===== config.mk =====
export PLATFORM = sky130hd
export DESIGN_NAME = adaptive_pid_offset_regulator
export DESIGN_NICKNAME = d
export VERILOG_FILES = /design/src/hdl/apr_pkg.sv /design/src/hdl/adaptive_pid_offset_regulator.sv /design/src/hdl/apr_mul.sv /design/src/hdl/apr_core.sv
export SDC_FILE = /design/constraint.sdc
export NUM_CORES = 2
export LEC_CHECK = 0
export BUFFER_PORTS_ARGS = -buffer_cell sky130_fd_sc_hd__buf_2
export CORE_ASPECT_RATIO = 0.5
export CORE_MARGIN = 5
export CORE_UTILIZATION = 40
export CTS_BUF_LIST = sky130_fd_sc_hd__clkbuf_4 sky130_fd_sc_hd__clkbuf_8
export CTS_CLUSTER_DIAMETER = 60
export DETAILED_ROUTE_END_ITERATION = 16
export PLACE_DENSITY = 0.56
export SKIP_LAST_GASP = 1
export SYNTH_ARGS = -nofsm -noshare
export SYNTH_HDL_FRONTEND = slang
export SYNTH_HIERARCHICAL = 1
export SYNTH_SLANG_ARGS = --single-unit

===== constraint.sdc =====
create_clock -name i_clk -period 31.4 [get_ports i_clk]
set_input_delay 1.57 -clock i_clk [delete_from_list [all_inputs] [get_ports i_clk]]
set_output_delay 1.57 -clock i_clk [all_outputs]
set_load 0.1 [all_outputs]

===== src/hdl/apr_pkg.sv =====
// Package: widths, Q7.16 constants, register indexes and shared types of the offset regulator.
package apr_pkg;

    localparam int FRAC_BITS  = 16;
    localparam int DATA_WIDTH = 24;

    localparam int GAIN_W    = FRAC_BITS + 1;
    localparam int GX_W      = GAIN_W + 1;
    localparam int LIM_W     = DATA_WIDTH - 1;
    localparam int VAR_W     = 2 * FRAC_BITS;
    localparam int MA_W      = DATA_WIDTH + 2;
    localparam int MB_W      = VAR_W + 2;
    localparam int PROD_W    = MA_W + MB_W;
    localparam int CFG_IDX_W = 3;
    localparam int CFG_DAT_W = LIM_W;
    localparam int INIT_I_W  = 14;
    localparam int INIT_D_W  = 16;

    localparam int K_ONE     = 1 << FRAC_BITS;
    localparam int K_ALPHA   = (K_ONE + 10) / 20;
    localparam int K_TENTH   = (K_ONE + 5) / 10;
    localparam int K_HALF    = (K_ONE + 1) / 2;
    localparam int K_FIFTH   = (K_ONE + 2) / 5;
    localparam int K_STEP_PD = (K_ONE + 100) / 200;
    localparam int K_STEP_I  = (K_ONE + 500) / 1000;
    localparam int K_DECAY   = (K_ONE * 199 + 100) / 200;
    localparam int K_GP_MIN  = K_ALPHA;

    localparam logic [CFG_IDX_W-1:0] REG_INIT_P   = 3'd0;
    localparam logic [CFG_IDX_W-1:0] REG_INIT_I   = 3'd1;
    localparam logic [CFG_IDX_W-1:0] REG_INIT_D   = 3'd2;
    localparam logic [CFG_IDX_W-1:0] REG_OUT_LIM  = 3'd3;
    localparam logic [CFG_IDX_W-1:0] REG_DEADBAND = 3'd4;
    localparam logic [CFG_IDX_W-1:0] REG_MAX_STEP = 3'd5;
    localparam logic [CFG_IDX_W-1:0] REG_OFS_LIM  = 3'd6;

    localparam logic [GAIN_W-1:0] RST_GAIN_P   = GAIN_W'(19661);
    localparam logic [GAIN_W-1:0] RST_GAIN_I   = GAIN_W'(3277);
    localparam logic [GAIN_W-1:0] RST_GAIN_D   = GAIN_W'(6554);
    localparam logic [LIM_W-1:0]  RST_OUT_LIM  = LIM_W'(327680);
    localparam logic [LIM_W-1:0]  RST_DEADBAND = LIM_W'(13107);
    localparam logic [LIM_W-1:0]  RST_MAX_STEP = LIM_W'(13107);
    localparam logic [LIM_W-1:0]  RST_OFS_LIM  = LIM_W'(65536);

    localparam logic signed [PROD_W-1:0] RND_HALF  = PROD_W'(64'd1 << (FRAC_BITS - 1));
    localparam logic signed [PROD_W-1:0] VAR_MAX_P =
        {{(PROD_W - VAR_W){1'b0}}, {VAR_W{1'b1}}};

    typedef struct packed {
        logic [LIM_W-1:0] out_limit;
        logic [LIM_W-1:0] dead_band;
        logic [LIM_W-1:0] max_step;
        logic [LIM_W-1:0] offset_limit;
    } t_lim_cfg;

    typedef struct packed {
        logic              ld_p;
        logic              ld_i;
        logic              ld_d;
        logic [GAIN_W-1:0] value;
    } t_gain_wr;

    function automatic logic signed [PROD_W-1:0] rnd_q(input logic signed [PROD_W-1:0] x);
        return (x + RND_HALF) >>> FRAC_BITS;
    endfunction

endpackage


===== src/hdl/adaptive_pid_offset_regulator.sv =====
// Top level: configuration registers, input/output handshake and result register.
// An input is taken only in idle; o_in_stall stays high until the result has been passed to the
// output register, so one item is processed at a time. The single shared multiplier and its
// sequencer carry the mean, square, variance, gain decay and three PID products in turn.
// Reset (synchronous, active low) restores register defaults, loads the gains from
// them and clears the integral, statistics, previous error and previous offset.
module adaptive_pid_offset_regulator import apr_pkg::*; (
    input  logic                         i_clk,
    input  logic                         i_rst_n,
    input  logic                         i_in_valid,
    output logic                         o_in_stall,
    input  logic signed [DATA_WIDTH-1:0] i_error_value,
    output logic                         o_out_valid,
    input  logic                         i_out_stall,
    output logic signed [DATA_WIDTH-1:0] o_offset_out,
    input  logic                         i_cfg_wr_en,
    input  logic [CFG_IDX_W-1:0]         i_cfg_index,
    input  logic [CFG_DAT_W-1:0]         i_cfg_data
);

    t_lim_cfg                     r_cfg;
    t_gain_wr                     gain_wr;
    logic                         r_out_valid;
    logic signed [DATA_WIDTH-1:0] r_offset;
    logic                         out_free, res_valid, busy;
    logic signed [DATA_WIDTH-1:0] res_data;

    always_comb begin
        gain_wr.ld_p  = i_cfg_wr_en && (i_cfg_index == REG_INIT_P);
        gain_wr.ld_i  = i_cfg_wr_en && (i_cfg_index == REG_INIT_I);
        gain_wr.ld_d  = i_cfg_wr_en && (i_cfg_index == REG_INIT_D);
        gain_wr.value = i_cfg_data[GAIN_W-1:0];
        unique case (i_cfg_index)
            REG_INIT_I: gain_wr.value = GAIN_W'(i_cfg_data[INIT_I_W-1:0]);
            REG_INIT_D: gain_wr.value = GAIN_W'(i_cfg_data[INIT_D_W-1:0]);
            default:    gain_wr.value = i_cfg_data[GAIN_W-1:0];
        endcase
    end

    always_ff @(posedge i_clk) begin
        if (!i_rst_n) begin
            r_cfg.out_limit    <= RST_OUT_LIM;
            r_cfg.dead_band    <= RST_DEADBAND;
            r_cfg.max_step     <= RST_MAX_STEP;
            r_cfg.offset_limit <= RST_OFS_LIM;
        end else if (i_cfg_wr_en) begin
            unique case (i_cfg_index)
                REG_OUT_LIM:  r_cfg.out_limit    <= i_cfg_data;
                REG_DEADBAND: r_cfg.dead_band    <= i_cfg_data;
                REG_MAX_STEP: r_cfg.max_step     <= i_cfg_data;
                REG_OFS_LIM:  r_cfg.offset_limit <= i_cfg_data;
                default: ;
            endcase
        end
    end

    assign out_free = !r_out_valid || !i_out_stall;

    apr_core u_core (
        .i_clk         (i_clk),
        .i_rst_n       (i_rst_n),
        .i_in_valid    (i_in_valid),
        .i_error_value (i_error_value),
        .o_busy        (busy),
        .i_cfg         (r_cfg),
        .i_gain_wr     (gain_wr),
        .i_out_free    (out_free),
        .o_res_valid   (res_valid),
        .o_res_data    (res_data)
    );

    always_ff @(posedge i_clk) begin
        if (!i_rst_n) begin
            r_out_valid <= 1'b0;
        end else if (res_valid) begin
            r_out_valid <= 1'b1;
        end else if (!i_out_stall) begin
            r_out_valid <= 1'b0;
        end
    end

    always_ff @(posedge i_clk) begin
        if (res_valid) begin
            r_offset <= res_data;
        end
    end

    assign o_in_stall   = busy;
    assign o_out_valid  = r_out_valid;
    assign o_offset_out = r_offset;

endmodule


===== src/hdl/apr_mul.sv =====
// Shared signed multiplier with registered product.
module apr_mul import apr_pkg::*; (
    input  logic                     i_clk,
    input  logic signed [MA_W-1:0]   i_a,
    input  logic signed [MB_W-1:0]   i_b,
    output logic signed [PROD_W-1:0] o_p
);

    logic signed [PROD_W-1:0] r_p;

    always_ff @(posedge i_clk) begin
        r_p <= PROD_W'(i_a) * PROD_W'(i_b);
    end

    assign o_p = r_p;

endmodule


===== src/hdl/apr_core.sv =====
// Sequencer and datapath: deadband, statistics, gain adaptation, PID sum, saturation, rate limit and clamp.
module apr_core import apr_pkg::*; (
    input  logic                         i_clk,
    input  logic                         i_rst_n,
    input  logic                         i_in_valid,
    input  logic signed [DATA_WIDTH-1:0] i_error_value,
    output logic                         o_busy,
    input  t_lim_cfg                     i_cfg,
    input  t_gain_wr                     i_gain_wr,
    input  logic                         i_out_free,
    output logic                         o_res_valid,
    output logic signed [DATA_WIDTH-1:0] o_res_data
);

    typedef enum logic [4:0] {
        S_IDLE, S_DBAND, S_MUL_MEAN, S_UPD_MEAN, S_MUL_SQ, S_UPD_SQ, S_MUL_VAR,
        S_UPD_VAR, S_ADAPT, S_MUL_GP, S_UPD_GP, S_CLAMP, S_MUL_P, S_MUL_I,
        S_MUL_D, S_ACC_D, S_SAT, S_RATE, S_EMIT
    } t_state;

    t_state                      r_state;
    logic signed [DATA_WIDTH-1:0] r_e, r_mean, r_int, r_le, r_lo, r_y;
    logic [VAR_W-1:0]            r_var, r_sq;
    logic [GAIN_W-1:0]           r_gp, r_gi, r_gd;
    logic [GX_W-1:0]             r_gp_t, r_gi_t, r_gd_t;
    logic signed [PROD_W-1:0]    r_acc;

    logic signed [MA_W-1:0]      mul_a;
    logic signed [MB_W-1:0]      mul_b;
    logic signed [PROD_W-1:0]    mul_p, rnd_p, var_sum, acc_rnd, lim_p;
    logic signed [MA_W-1:0]      e_w, mean_w, le_w, int_w, y_w, lo_w, diff_me, delta;
    logic signed [MA_W-1:0]      abs_e, abs_mean, lim_w, step_w, olim_w, int_sum, y_lim;
    logic                        c_steady, c_bias, c_osc;

    apr_mul u_mul (
        .i_clk (i_clk),
        .i_a   (mul_a),
        .i_b   (mul_b),
        .o_p   (mul_p)
    );

    always_comb begin
        e_w      = MA_W'(r_e);
        mean_w   = MA_W'(r_mean);
        le_w     = MA_W'(r_le);
        int_w    = MA_W'(r_int);
        y_w      = MA_W'(r_y);
        lo_w     = MA_W'(r_lo);
        lim_w    = $signed({{(MA_W - LIM_W){1'b0}}, i_cfg.out_limit});
        step_w   = $signed({{(MA_W - LIM_W){1'b0}}, i_cfg.max_step});
        olim_w   = $signed({{(MA_W - LIM_W){1'b0}}, i_cfg.offset_limit});
        lim_p    = $signed({{(PROD_W - LIM_W){1'b0}}, i_cfg.out_limit});
        diff_me  = e_w - mean_w;
        abs_e    = e_w[MA_W-1] ? -e_w : e_w;
        abs_mean = mean_w[MA_W-1] ? -mean_w : mean_w;
        int_sum  = int_w + e_w;
        delta    = y_w - lo_w;
        rnd_p    = rnd_q(mul_p);
        acc_rnd  = rnd_q(r_acc);
        var_sum  = $signed({{(PROD_W - VAR_W){1'b0}}, r_var}) + rnd_p;
        c_steady = (abs_e > MA_W'(K_ONE)) && (r_var < VAR_W'(K_TENTH));
        c_bias   = abs_mean > MA_W'(K_HALF);
        c_osc    = r_var > VAR_W'(K_HALF);

        if (delta > step_w) begin
            y_lim = lo_w + step_w;
        end else if (delta < -step_w) begin
            y_lim = lo_w - step_w;
        end else begin
            y_lim = y_w;
        end
    end

    always_comb begin
        mul_a = '0;
        mul_b = '0;
        case (r_state)
            S_MUL_MEAN: begin
                mul_a = diff_me;
                mul_b = MB_W'(K_ALPHA);
            end
            S_MUL_SQ: begin
                mul_a = diff_me;
                mul_b = MB_W'(diff_me);
            end
            S_MUL_VAR: begin
                mul_a = MA_W'(K_ALPHA);
                mul_b = $signed({2'b00, r_sq}) - $signed({2'b00, r_var});
            end
            S_MUL_GP: begin
                mul_a = $signed({{(MA_W - GX_W){1'b0}}, r_gp_t});
                mul_b = MB_W'(K_DECAY);
            end
            S_MUL_P: begin
                mul_a = $signed({{(MA_W - GAIN_W){1'b0}}, r_gp});
                mul_b = MB_W'(e_w);
            end
            S_MUL_I: begin
                mul_a = $signed({{(MA_W - GAIN_W){1'b0}}, r_gi});
                mul_b = MB_W'(int_w);
            end
            S_MUL_D: begin
                mul_a = $signed({{(MA_W - GAIN_W){1'b0}}, r_gd});
                mul_b = MB_W'(e_w - le_w);
            end
            default: begin
                mul_a = '0;
                mul_b = '0;
            end
        endcase
    end

    always_comb begin
        if (y_w > olim_w) begin
            o_res_data = DATA_WIDTH'(olim_w);
        end else if (y_w < -olim_w) begin
            o_res_data = DATA_WIDTH'(-olim_w);
        end else begin
            o_res_data = r_y;
        end
    end

    assign o_busy      = (r_state != S_IDLE);
    assign o_res_valid = (r_state == S_EMIT) && i_out_free;

    always_ff @(posedge i_clk) begin
        if (!i_rst_n) begin
            r_state <= S_IDLE;
            r_mean  <= '0;
            r_var   <= '0;
            r_int   <= '0;
            r_le    <= '0;
            r_lo    <= '0;
            r_gp    <= RST_GAIN_P;
            r_gi    <= RST_GAIN_I;
            r_gd    <= RST_GAIN_D;
        end else begin
            unique case (r_state)
                S_IDLE: begin
                    if (i_in_valid) begin
                        r_e     <= i_error_value;
                        r_state <= S_DBAND;
                    end
                end
                S_DBAND: begin
                    if (abs_e < $signed({{(MA_W - LIM_W){1'b0}}, i_cfg.dead_band})) begin
                        r_e <= '0;
                    end
                    r_state <= S_MUL_MEAN;
                end
                S_MUL_MEAN: r_state <= S_UPD_MEAN;
                S_UPD_MEAN: begin
                    r_mean  <= r_mean + rnd_p[DATA_WIDTH-1:0];
                    r_state <= S_MUL_SQ;
                end
                S_MUL_SQ: r_state <= S_UPD_SQ;
                S_UPD_SQ: begin
                    r_sq    <= (rnd_p > VAR_MAX_P) ? {VAR_W{1'b1}} : rnd_p[VAR_W-1:0];
                    r_state <= S_MUL_VAR;
                end
                S_MUL_VAR: r_state <= S_UPD_VAR;
                S_UPD_VAR: begin
                    if (var_sum < 0) begin
                        r_var <= '0;
                    end else if (var_sum > VAR_MAX_P) begin
                        r_var <= {VAR_W{1'b1}};
                    end else begin
                        r_var <= var_sum[VAR_W-1:0];
                    end
                    r_state <= S_ADAPT;
                end
                S_ADAPT: begin
                    r_gp_t  <= GX_W'(r_gp) + (c_steady ? GX_W'(K_STEP_PD) : '0);
                    r_gi_t  <= GX_W'(r_gi) + (c_bias ? GX_W'(K_STEP_I) : '0);
                    r_gd_t  <= GX_W'(r_gd) + (c_osc ? GX_W'(K_STEP_PD) : '0);
                    r_state <= c_osc ? S_MUL_GP : S_CLAMP;
                end
                S_MUL_GP: r_state <= S_UPD_GP;
                S_UPD_GP: begin
                    r_gp_t  <= rnd_p[GX_W-1:0];
                    r_state <= S_CLAMP;
                end
                S_CLAMP: begin
                    if (r_gp_t < GX_W'(K_GP_MIN)) begin
                        r_gp <= GAIN_W'(K_GP_MIN);
                    end else if (r_gp_t > GX_W'(K_ONE)) begin
                        r_gp <= GAIN_W'(K_ONE);
                    end else begin
                        r_gp <= r_gp_t[GAIN_W-1:0];
                    end
                    r_gi <= (r_gi_t > GX_W'(K_FIFTH)) ? GAIN_W'(K_FIFTH) : r_gi_t[GAIN_W-1:0];
                    r_gd <= (r_gd_t > GX_W'(K_HALF)) ? GAIN_W'(K_HALF) : r_gd_t[GAIN_W-1:0];
                    if (int_sum > lim_w) begin
                        r_int <= DATA_WIDTH'(lim_w);
                    end else if (int_sum < -lim_w) begin
                        r_int <= DATA_WIDTH'(-lim_w);
                    end else begin
                        r_int <= DATA_WIDTH'(int_sum);
                    end
                    r_state <= S_MUL_P;
                end
                S_MUL_P: r_state <= S_MUL_I;
                S_MUL_I: begin
                    r_acc   <= mul_p;
                    r_state <= S_MUL_D;
                end
                S_MUL_D: begin
                    r_acc   <= r_acc + mul_p;
                    r_state <= S_ACC_D;
                end
                S_ACC_D: begin
                    r_acc   <= r_acc + mul_p;
                    r_le    <= r_e;
                    r_state <= S_SAT;
                end
                S_SAT: begin
                    if (acc_rnd > lim_p) begin
                        r_y <= DATA_WIDTH'(lim_p);
                    end else if (acc_rnd < -lim_p) begin
                        r_y <= DATA_WIDTH'(-lim_p);
                    end else begin
                        r_y <= acc_rnd[DATA_WIDTH-1:0];
                    end
                    r_state <= S_RATE;
                end
                S_RATE: begin
                    r_y     <= DATA_WIDTH'(y_lim);
                    r_lo    <= DATA_WIDTH'(y_lim);
                    r_state <= S_EMIT;
                end
                S_EMIT: begin
                    if (i_out_free) begin
                        r_state <= S_IDLE;
                    end
                end
                default: r_state <= S_IDLE;
            endcase

            if (i_gain_wr.ld_p) begin
                r_gp <= i_gain_wr.value;
            end
            if (i_gain_wr.ld_i) begin
                r_gi <= i_gain_wr.value;
            end
            if (i_gain_wr.ld_d) begin
                r_gd <= i_gain_wr.value;
            end
        end
    end

endmodule

==> reports/metrics.csv <==
stage,metric,value,unit
run_status,status,"finished, final reports clean",
grt,track_usage,0.250,
timing,fin_ws,19.32,ns
logic_synthesis,yosysTopAreaCell,fa_1,
power_and_ir_drop,power,2.32,mW
placed_design,place_ws,19.43,ns
timing,finalHoldViolCount,0,
grt,antenna_found_initial,16,
worst_hold_path,holdPathStages,2,
critical_path,setup.worst_path.start,u_core/r_e[0],
critical_path,crit-reg2reg-launch,u_core/r_e[0],
worst_hold_path,hp-start,u_core/r_le[20],
route,wl_met3,16400,um
power_and_ir_drop,vdd_drop_max,29.3,uV
flow_run,drv_cap,0,
clock_tree,clkLatencyLatePin,0.86,ns
finish,fill_cells,19766,
timing,setup_violations,0,
finish,fin_area,84700,um^2
critical_path,crit_fanout,52,
timing,drv_slew,0,
grt,grt_pass1_vias,65219,
route,vias_per_cell,5.59,
clock_tree,cts-root-buf,clkbuf_8,
timing,holdWs,0.456,ns
floorplan,die_area,207000,um^2
critical_path,crit_path_end,u_core/u_mul/o_p[58],
critical_path,slowest_delay,0.98,ns
critical_path,worstPathArrival,12.83,ns
route,m1WireLength,120000,um
grt,grt_pass1_wl,400000,um
clock_tree,cts_num_sinks,555,
floorplan,die_w,639,um
finish,fin_nets,10843,
placed_design,io_buffers,80,
timing,fin_skew,0.0830,ns
logic_synthesis,ys_seq_area_frac,0.168,
clock_tree,clkTransAtPathRegs,0.07,ns
clock_tree,clockBufferDepth,3,
route,dr.pass1.iters,9,
critical_path,rr_worst_depth,39,
critical_path,rr_endpoint,u_core/u_mul/o_p[58],
clock_tree,htreeDepth,3,
critical_path,cp_num_buf_inv,8,
logic_synthesis,synth_cell_types,108,
logic_synthesis,ys_async_sr_fraction,0,
logic_synthesis,synth-edff-count,218,
timing,relSlewSlack,0.219,
placed_design,hpwl,205000,um
floorplan,die_y,324,um
grt,grt_max_degree,116,
logic_synthesis,ys_ff_latch,555,
worst_hold_path,hp-class,flip-flop to flip-flop,
route,vias,66351,
route,ant_nets,0,
placed_design,routabilityCongestion,0.929,
timing,min_period,12.08,ns
finish,layout-drive-gt1-share,0.0602,
logic_synthesis,mappedNetlistNets,10943,
floorplan,initial_core_util,0.402,
route,wire_per_inst,22.2,um
logic_synthesis,synth_cells,9254,
logic_synthesis,synth.cell_area,79000,um^2
route,drt_iter0_drc,5261,
logic_synthesis,synth_top_area_frac,0.231,
critical_path,critPathCaptureType,flip-flop,
placed_design,postPlaceCellArea,82400,um^2
critical_path,reg2reg_setup_slack,19.32,ns
route,wl_met2,120000,um
power_and_ir_drop,powerDensity,27.4,nW/um^2
clock_tree,ctsHoldBuffers,0,
logic_synthesis,synthFlopType,dfxtp_1,
clock_tree,cts_setup_buffers,0,
route,drt_wl_total,263000,um
logic_synthesis,yosysMostFrequentCell,inv_1,
critical_path,crit_slowest_cell,fa_1,
clock_tree,cts_resized,0,
timing,finalSetupTns,0,ns
critical_path,crit_family,compound AO/OA/AOI/OAI gates,
critical_path,critical_path_class,flip-flop to flip-flop,
logic_synthesis,syn-mean-instance-area,8.54,um^2
timing,fmax,0.0828,GHz
timing,rsz0062_at_grt,false,
timing,finalCritPeriodShare,0.385,
grt,grt_overflow,0,
critical_path,start_kind,flip-flop,
floorplan,core-area,197000,um^2
floorplan,rows,115,
critical_path,cp.depth,39,
finish,syn_to_final_growth,7.17,%
logic_synthesis,synth_warnings,6,
floorplan,io_pins,81,
logic_synthesis,ys_top_cells_by_count,"1285 x inv_1, 1199 x nand2_1, 912 x fa_1",
critical_path,critPathRequiredTime,32.14,ns
clock_tree,cts_tree,built,
route,drc,0,
power_and_ir_drop,leakage,39.0,nW
route,top_layer_used,met4,
timing,tightest_slew,1.17,ns
logic_synthesis,ys_top_cells_by_area,"fa_1 23%, ha_1 11%, dfxtp_1 8.5%, edfxtp_1 8.3%, inv_1 6.1%",
clock_tree,cts_buffers,100,
[worst reg2reg max path, delay by kind of cell, from the launching register on]
family	cells	cell delay, ns
buffers and inverters	8	1.37
flip-flops	1	0.52
XOR/XNOR	1	0.12
AND/OR/NAND/NOR	4	0.59
AO/OA/AOI/OAI	17	4.79
adder cells (fa/ha/maj)	9	4.58
[how the worst min path moves through the flow]
stage	slack, ns	end
final	0.46	u_core/r_le[20]
after global routing	0.47	u_core/r_gd_t[1]
after CTS	0.46	u_core/r_le[14]
after detailed placement	0.45	r_cfg[60]
after global placement	0.44	r_cfg[60]
after floorplan	0.43	u_core/r_gd_t[1]
[kinds of logic (layout without fill, tap and decap cells)]
group / after synthesis / count (layout) / share of synthesized area
flip-flops: 555 / 555 / 0.168
AO/OA/AOI/OAI: 1760 / 1760 / 0.146
multiplexers: 182 / 182 / 0.0234
buffers and inverters: 1699 / 1685 / 0.0818
other: 0 / 3 / 0
AND/OR/NAND/NOR: 2931 / 2931 / 0.180
adder cells (fa/ha/maj): 1635 / 1635 / 0.346
XOR/XNOR: 492 / 492 / 0.0545
[metal layers]
metal,up-vias,GRT usage
li1,30824,-
met2,2032,0.409
met1,33118,0.350
met5,-,0
met3,377,0.0335
met4,0,0.0650
[layout make-up]
cell class	instances	area, um^2	share of cell area
repair buffers	210	1380	0.0163
flip-flops and latches	555	13300	0.157
inverters	1287	4830	0.0571
multi-input cells	7000	59600	0.704
well taps	2632	3290	0.0389
clock inverters	46	529	0.00625
clock buffers	142	1770	0.0209
diodes	3	7.51	0.0000887
[sequential cells by signal, indices dropped and copies added, names as in the netlist, 32 cells and up]
signal / flops
r_cfg: 92
u_core/r_acc: 60
u_core/r_sq: 32
u_core/r_var: 32
u_core/u_mul/o_p: 60
[per-stage QoR]
step,instances,utilization
after detailed placement,11684,0.419
after global placement,11684,0.419
after global routing,11874,0.431
after floorplan,9254,-
after CTS,11872,0.431
final,11875,0.431
[report_power, final]
group          switching (mW)  leakage (nW)  internal, mW
Clock                   0.362          1.20         0.444
Combinational           0.438          33.1         0.234
Sequential             0.0581          4.72         0.781
Total                   0.859          39.0          1.46
[layout by cell type (no fill, tap or decap), types with 55 or more instances in the layout]
master / count
buf_4: 130
a21oi_1: 472
nand2_1: 1196
nor3_1: 116
nand2b_1: 92
mux2i_1: 160
dfxtp_1: 337
a211oi_1: 55
o21ai_0: 361
and3_1: 55
buf_2: 79
o211ai_1: 75
ha_1: 722
and2_1: 422
nor2b_1: 91
o21a_1: 67
nand4_1: 91
nor2_1: 407
clkbuf_8: 112
nand3_1: 193
xor2_1: 158
a31oi_1: 55
fa_1: 912
a21o_1: 180
edfxtp_1: 218
nor4_1: 70
inv_1: 1284
xnor2_1: 333
No activity file was read; power rests on OpenSTA's default activity.
